`src/rtl/core/servo_pulse_from_sample_defines.svh`:
```
// Assertion macros shared by the servo pulse generator.
// Each macro takes a label, a clock, a reset, an antecedent and a consequent.
`ifndef SERVO_PULSE_FROM_SAMPLE_DEFINES_SVH
`define SERVO_PULSE_FROM_SAMPLE_DEFINES_SVH

`ifndef SYNTHESIS

// Consequent must hold in the same cycle as the antecedent.
`define SPFS_ASSERT_SAME(label, clk, rst, ante, cons) \
  label: assert property (@(posedge clk) disable iff (rst) (ante) |-> (cons)) \
    else $error("assertion failed in servo pulse generator");

// Consequent must hold in the cycle after the antecedent.
`define SPFS_ASSERT_NEXT(label, clk, rst, ante, cons) \
  label: assert property (@(posedge clk) disable iff (rst) (ante) |=> (cons)) \
    else $error("assertion failed in servo pulse generator");

`else

`define SPFS_ASSERT_SAME(label, clk, rst, ante, cons)
`define SPFS_ASSERT_NEXT(label, clk, rst, ante, cons)

`endif

`endif

```
`src/rtl/core/spfs_pkg.sv`:
```
package spfs_pkg;

  localparam int COUNT_BITS_DEFAULT  = 13;
  localparam int SAMPLE_BITS_DEFAULT = 10;

  // Register reset values, truncated to the count width where they are used.
  localparam int MIN_WIDTH_RESET = 112;
  localparam int MAX_WIDTH_RESET = 600;
  localparam int PERIOD_RESET    = 5000;

  localparam int REG_INDEX_BITS = 2;

  typedef enum logic [REG_INDEX_BITS-1:0] {
    REG_MIN_WIDTH = 2'd0,
    REG_MAX_WIDTH = 2'd1,
    REG_PERIOD    = 2'd2
  } spfs_reg_t;

  // Control that travels with one mapped request into the pulse timer.
  typedef struct packed {
    logic step;          // the timer state advances this cycle
    logic sample_valid;  // the request carries a new width
    logic tick;          // one timer tick passes
  } spfs_ctrl_t;

endpackage

```
`src/rtl/core/spfs_width_map.sv`:
```
module spfs_width_map
  import spfs_pkg::*;
#(
  parameter int COUNT_BITS  = COUNT_BITS_DEFAULT,
  parameter int SAMPLE_BITS = SAMPLE_BITS_DEFAULT
) (
  input  logic [SAMPLE_BITS-1:0] sample,
  input  logic [COUNT_BITS-1:0]  min_width,
  input  logic [COUNT_BITS-1:0]  max_width,
  output logic [COUNT_BITS-1:0]  width
);

  logic [COUNT_BITS-1:0]             span;
  logic [SAMPLE_BITS+COUNT_BITS-1:0] product;
  logic [COUNT_BITS:0]               sum;

  always_comb begin
    // A maximum below the minimum gives no span, so the width is the minimum.
    span    = (max_width > min_width) ? (max_width - min_width) : '0;
    product = {{COUNT_BITS{1'b0}}, sample} * {{SAMPLE_BITS{1'b0}}, span};
    sum     = {1'b0, product[SAMPLE_BITS+COUNT_BITS-1:SAMPLE_BITS]} + {1'b0, min_width};
    width   = sum[COUNT_BITS] ? {COUNT_BITS{1'b1}} : sum[COUNT_BITS-1:0];
  end

endmodule

```
`src/rtl/core/spfs_pulse_timer.sv`:
```
module spfs_pulse_timer
  import spfs_pkg::*;
#(
  parameter int COUNT_BITS = COUNT_BITS_DEFAULT
) (
  input  logic                  clk,
  input  logic                  rst,
  input  spfs_ctrl_t            ctrl,
  input  logic [COUNT_BITS-1:0] new_width,
  input  logic [COUNT_BITS-1:0] period,
  output logic                  pin_level,
  output logic [COUNT_BITS-1:0] active_width
);

  logic [COUNT_BITS-1:0] pending;
  logic [COUNT_BITS-1:0] pending_next;
  logic [COUNT_BITS-1:0] active;
  logic [COUNT_BITS-1:0] active_next;
  logic                  high;
  logic                  high_next;
  logic [COUNT_BITS-1:0] count;
  logic [COUNT_BITS-1:0] count_next;
  logic [COUNT_BITS-1:0] enter_width;
  logic [COUNT_BITS-1:0] low_len;

  always_comb begin
    pending_next = ctrl.sample_valid ? new_width : pending;
    enter_width  = (pending_next > period) ? period : pending_next;
    low_len      = (period > active) ? (period - active) : '0;
    active_next  = active;
    high_next    = high;
    count_next   = count;
    if (ctrl.tick) begin
      if (count > COUNT_BITS'(1)) begin
        count_next = count - COUNT_BITS'(1);
      end else if (!high || (low_len == '0)) begin
        // Start a new pulse; a zero width skips straight to a full low phase.
        active_next = enter_width;
        if (enter_width != '0) begin
          high_next  = 1'b1;
          count_next = enter_width;
        end else begin
          high_next  = 1'b0;
          count_next = period;
        end
      end else begin
        high_next  = 1'b0;
        count_next = low_len;
      end
    end
  end

  always_ff @(posedge clk) begin
    if (rst) begin
      pending <= COUNT_BITS'(MIN_WIDTH_RESET);
      active  <= COUNT_BITS'(MIN_WIDTH_RESET);
      high    <= 1'b0;
      count   <= '0;
    end else if (ctrl.step) begin
      pending <= pending_next;
      active  <= active_next;
      high    <= high_next;
      count   <= count_next;
    end
  end

  assign pin_level    = high;
  assign active_width = active;

endmodule

```
`src/rtl/core/servo_pulse_from_sample.sv`:
```
// A request is registered in the first stage, its result in the timer registers; the
// timer update is one compare and a count. One request per cycle while not stalled.
// The width multiply sits in its own stage ahead of the timer registers.
// Reset (synchronous, active high) empties the pipeline, loads the register defaults
// (min 112, max 600, period 5000) and leaves the pin low with the phase count at zero.
`include "servo_pulse_from_sample_defines.svh"

module servo_pulse_from_sample
  import spfs_pkg::*;
#(
  parameter int COUNT_BITS  = COUNT_BITS_DEFAULT,
  parameter int SAMPLE_BITS = SAMPLE_BITS_DEFAULT
) (
  input  logic                      clk,
  input  logic                      rst,
  // Sample and tick requests.
  input  logic                      in_valid,
  output logic                      in_stall,
  input  logic                      sample_valid,
  input  logic [SAMPLE_BITS-1:0]    sample,
  input  logic                      tick,
  // Pin state after each request.
  output logic                      out_valid,
  input  logic                      out_stall,
  output logic                      pin_level,
  output logic [COUNT_BITS-1:0]     active_width,
  // Register writes.
  input  logic                      cfg_valid,
  output logic                      cfg_ready,
  input  logic [REG_INDEX_BITS-1:0] cfg_index,
  input  logic [COUNT_BITS-1:0]     cfg_data
);

  // Configuration registers. Writes are always taken; an index past the list
  // is accepted and dropped.
  logic [COUNT_BITS-1:0] min_width;
  logic [COUNT_BITS-1:0] max_width;
  logic [COUNT_BITS-1:0] period;

  assign cfg_ready = 1'b1;

  always_ff @(posedge clk) begin
    if (rst) begin
      min_width <= COUNT_BITS'(MIN_WIDTH_RESET);
      max_width <= COUNT_BITS'(MAX_WIDTH_RESET);
      period    <= COUNT_BITS'(PERIOD_RESET);
    end else if (cfg_valid && cfg_ready) begin
      unique case (cfg_index)
        REG_MIN_WIDTH: min_width <= cfg_data;
        REG_MAX_WIDTH: max_width <= cfg_data;
        REG_PERIOD:    period    <= cfg_data;
        default:       ;
      endcase
    end
  end

  // Pipeline control. The timer registers double as the result register, so the
  // second stage moves only when the result slot is empty or being taken. The
  // first stage holds one more request while a result waits downstream.
  logic stage1_valid;
  logic out_full;
  logic stage2_enable;
  logic stage1_enable;
  logic in_accept;

  assign stage2_enable = !out_full || !out_stall;
  assign stage1_enable = !stage1_valid || stage2_enable;
  assign in_stall      = !stage1_enable;
  assign in_accept     = in_valid && stage1_enable;
  assign out_valid     = out_full;

  // The width is mapped from the sample on the way into the first stage. The
  // mapping does not depend on timer state, so it can run one stage early.
  logic [COUNT_BITS-1:0] mapped_width;
  logic [COUNT_BITS-1:0] stage1_width;
  logic                  stage1_sample_valid;
  logic                  stage1_tick;

  spfs_width_map #(
    .COUNT_BITS  (COUNT_BITS),
    .SAMPLE_BITS (SAMPLE_BITS)
  ) u_width_map (
    .sample    (sample),
    .min_width (min_width),
    .max_width (max_width),
    .width     (mapped_width)
  );

  always_ff @(posedge clk) begin
    if (rst) begin
      stage1_valid <= 1'b0;
      out_full     <= 1'b0;
    end else begin
      if (stage1_enable) begin
        stage1_valid <= in_valid;
      end
      if (stage2_enable) begin
        out_full <= stage1_valid;
      end
    end
  end

  // Payload of the first stage carries no reset.
  always_ff @(posedge clk) begin
    if (in_accept) begin
      stage1_width        <= mapped_width;
      stage1_sample_valid <= sample_valid;
      stage1_tick         <= tick;
    end
  end

  // The timer applies the new width first and then the tick, as one step.
  spfs_ctrl_t timer_ctrl;

  assign timer_ctrl.step         = stage1_valid && stage2_enable;
  assign timer_ctrl.sample_valid = stage1_sample_valid;
  assign timer_ctrl.tick         = stage1_tick;

  spfs_pulse_timer #(
    .COUNT_BITS (COUNT_BITS)
  ) u_pulse_timer (
    .clk          (clk),
    .rst          (rst),
    .ctrl         (timer_ctrl),
    .new_width    (stage1_width),
    .period       (period),
    .pin_level    (pin_level),
    .active_width (active_width)
  );

  // A high pin always belongs to a pulse of nonzero width.
  `SPFS_ASSERT_SAME(a_high_has_width, clk, rst, pin_level, active_width != '0)
  // Requests are held off only when a result is waiting and stalled.
  `SPFS_ASSERT_SAME(a_stall_cause, clk, rst, in_stall, out_valid && out_stall)
  // A result that is taken with nothing behind it leaves the output empty.
  `SPFS_ASSERT_NEXT(a_drain, clk, rst, out_valid && !out_stall && !stage1_valid, !out_valid)

endmodule

```
`config.mk`:
```
export PLATFORM = sky130hd
export DESIGN_NAME = servo_pulse_from_sample
export DESIGN_NICKNAME = d
export VERILOG_FILES = /design/src/rtl/core/spfs_pkg.sv /design/src/rtl/core/spfs_width_map.sv /design/src/rtl/core/spfs_pulse_timer.sv /design/src/rtl/core/servo_pulse_from_sample.sv
export VERILOG_INCLUDE_DIRS = /design/src /design/src/rtl/core
export SDC_FILE = /design/constraint.sdc
export NUM_CORES = 1
export LEC_CHECK = 0
export ABC_AREA = 0
export BUFFER_PORTS_ARGS = -buffer_cell sky130_fd_sc_hd__buf_4
export CAP_MARGIN = 20
export CORE_AREA = 2 2 107 213
export CTS_CLUSTER_SIZE = 14
export DETAILED_ROUTE_END_ITERATION = 7
export DIE_AREA = 0 0 109 215
export MAX_ROUTING_LAYER = met4
export PLACE_DENSITY = 0.7
export SLEW_MARGIN = 10
export SYNTH_ARGS = -nofsm -noshare
export SYNTH_HDL_FRONTEND = slang
export SYNTH_SLANG_ARGS = --single-unit
export TNS_END_PERCENT = 10
```
`constraint.sdc`:
```
create_clock -name clk -period 11.66 [get_ports clk]
set_input_delay 1.166 -clock clk [delete_from_list [all_inputs] [get_ports clk]]
set_output_delay 1.166 -clock clk [all_outputs]
set_load 0.05 [all_outputs]
```
==> reports/qor.csv <==
metric,value,unit
status,"complete, no violations",
async_flop_share,0,%
setup_tns,0,ps
dpl.cell_count,1571,
design_area,11490,um2
critical_path_peak_fanout,13,
critPathKind,flop to flop,
clkLatencyLatePin,350,ps
insertedDiodeCount,0,
yosysWarnings,0,
fmax,101.9,MHz
initial_core_util,49.01,%
fin_crit,9817,ps
route.detailed.drc,0,
ys_seq_area_share,19.33,%
synth_cell_type_count,84,
vdd_drop_max,0.0003402,V
grt_pass1_vias,9036,
rsz0062_at_grt,false,
synth_xor_area_share,2.942,%
antenna_found_initial,0,
rows,77,
syn_inst,1299,
postCtsHoldBufs,0,
drt-wirelength-per-cell,17.32,um
synthMuxAreaShare,2.696,%
grt_use_total,24.71,%
tightestPinTransition,977.3,ps
synth-compound-area-share,15.47,%
cts_buffers,9,
grt_max_degree,61,
post_cts_buffers,0,
cpMaxStageDelayCell,xor2_1,
final_util,52.52,%
core_area,21870,um2
cp_slowest_stage_delay,610,ps
cp-end-kind,flop,
syn_area,10720,um2
cts_buffer_depth,2,
finalSetupViolations,0,
synth_edf_count,15,
area_growth,7.155,%
tritoncts,built,
synth-seq-cells,96,
drtPass1Iterations,5,
final-hold-violation-count,0,
placed_area,11180,um2
grt_overflow_total,0,
clock-sinks,96,
port_buffers,47,
cts_root_buf,clkbuf_16,
synthSimpleGateAreaFrac,22.22,%
drv_cap,0,
worstHoldPathType,flop to flop,
dp_hpwl,21790,um
cp.arrival,9920,ps
num_io_pins,49,
drive_gt1_share,7.399,%
h-tree-depth,3,
synthesis.nets,1531,
die_h,215,um
synth_top_family_by_area,adder cells,
power,3.752,mW
place_congestion,0.9400,
power.density,326.7,nW/um2
relSlewSlack,34.84,%
via_per_inst,5.879,
start_kind,flop,
clk_pin_slew_worst_paths,70,ps
grt_first_pass_wirelength,45240,um
die_w,109,um
drtIter0Drc,722,
synth_ff_type,dfxtp_1,
synth_adder_area_share,29.51,%
nNetsFinal,1538,
fin_cells,1587,
ant_nets,0,
period_share,84.19,%
power.leakage,5.488,nW
wl,27490,um
dieArea,23440,um2
worstPathRequired,11760,ps
vias,9330,
syn_area_per_cell,8.252,um2
post_cts_resized,0,
skew,7.788,ps
drv_slew,0,
## critical path: cells and delay by family (launching register included)
family | cells | cell delay, ps
fa+ha+maj | 8 | 3510
buf+inv | 6 | 590
xor+xnor | 2 | 780
flops | 1 | 420
simple gates | 6 | 1130
compound gates | 14 | 3120
## metrics by stage
stage               worst slack [ps]  hold WS [ps]
finish                          1843         465.3
CTS                             1882         466.1
floorplan                       2561         436.3
detailed placement              1924         456.6
global placement                2181         449.2
global route                    1204         483.5
## kinds of logic after synthesis
family,count (synthesis)
other,1
AOI/OAI and AO/OA,257
muxes,28
adders and majority gates,200
xor gates and xnor gates,36
buffers and inverters,205
and+or+nand+nor,476
DFF,96
## report_power, final
| part | switching, mW | internal, mW | total [mW] |
|---|---|---|---|
| sequential | 0.0330 | 0.491 | 0.524 |
| clock | 0.137 | 0.168 | 0.305 |
| combinational | 1.69 | 1.23 | 2.92 |
| total | 1.86 | 1.89 | 3.75 |
## routing by layer
metal,GRT usage [%],up-vias,part of all wire (%)
li1,-,4501,-
met1,34.09,4534,45
met3,1.941,43,4.8
met4,6.368,0,1.7
met5,-,-,0
met2,39.01,252,49
## layout make-up
class | instances | area [um2]
inverters | 148 | 555.5
multi-input cells | 998 | 7812
flip-flops and latches | 96 | 2072
clock buffers | 9 | 225.2
well taps | 276 | 345.3
fillers | 2138 | 10380
clock inverters | 7 | 77.57
repair buffers | 53 | 397.9
## synthesized netlist by cell type, types with 17 or more instances
cell type	count	share of area [%]
nand2_1	164	5.7
inv_1	148	5.2
ha_1	112	13
a21oi_1	95	4.4
fa_1	88	16
dfxtp_1	81	15
and3_1	67	3.9
nor2_1	63	2.2
nand3_1	56	2.6
clkbuf_1	46	1.6
o21ai_0	37	1.7
nor3_1	23	1.1
mux2i_1	21	2.0
xnor2_1	19	1.6
xor2_1	17	1.4
## layout by cell type, fill, tap and decap left out, types with 15 or more instances in the layout
master | synthesis | routed
o21ai_0 | 37 | 37
fa_1 | 88 | 88
and3_1 | 67 | 67
nor3_1 | 23 | 23
ha_1 | 112 | 112
inv_1 | 148 | 148
a211oi_1 | 16 | 16
buf_4 | 1 | 53
dfxtp_1 | 81 | 81
nand2_1 | 164 | 164
a21oi_1 | 95 | 95
edfxtp_1 | 15 | 15
xnor2_1 | 19 | 19
nand3_1 | 56 | 56
xor2_1 | 17 | 17
mux2i_1 | 21 | 21
nor2_1 | 63 | 63
## final timing paths
| check | startpoint | to | slack, ps | depth (start not counted) |
|---|---|---|---|---|
| max | min_width[1] | stage1_width[4] | 1840 | 36 |
| min | max_width[10] | max_width[10] | 470 | 2 |
| max reg2reg | min_width[1] | stage1_width[4] | 1840 | 36 |
| min reg2reg | max_width[10] | max_width[10] | 470 | 2 |
## flip-flops by register name (all words and copies together), names as in the netlist, 13 cells and up
register / flops
max_width: 13
u_pulse_timer.active_width: 13
u_pulse_timer.count: 13
u_pulse_timer.pending: 13
stage1_width: 13
min_width: 13
period: 13
(Power assumes the default switching activity.)
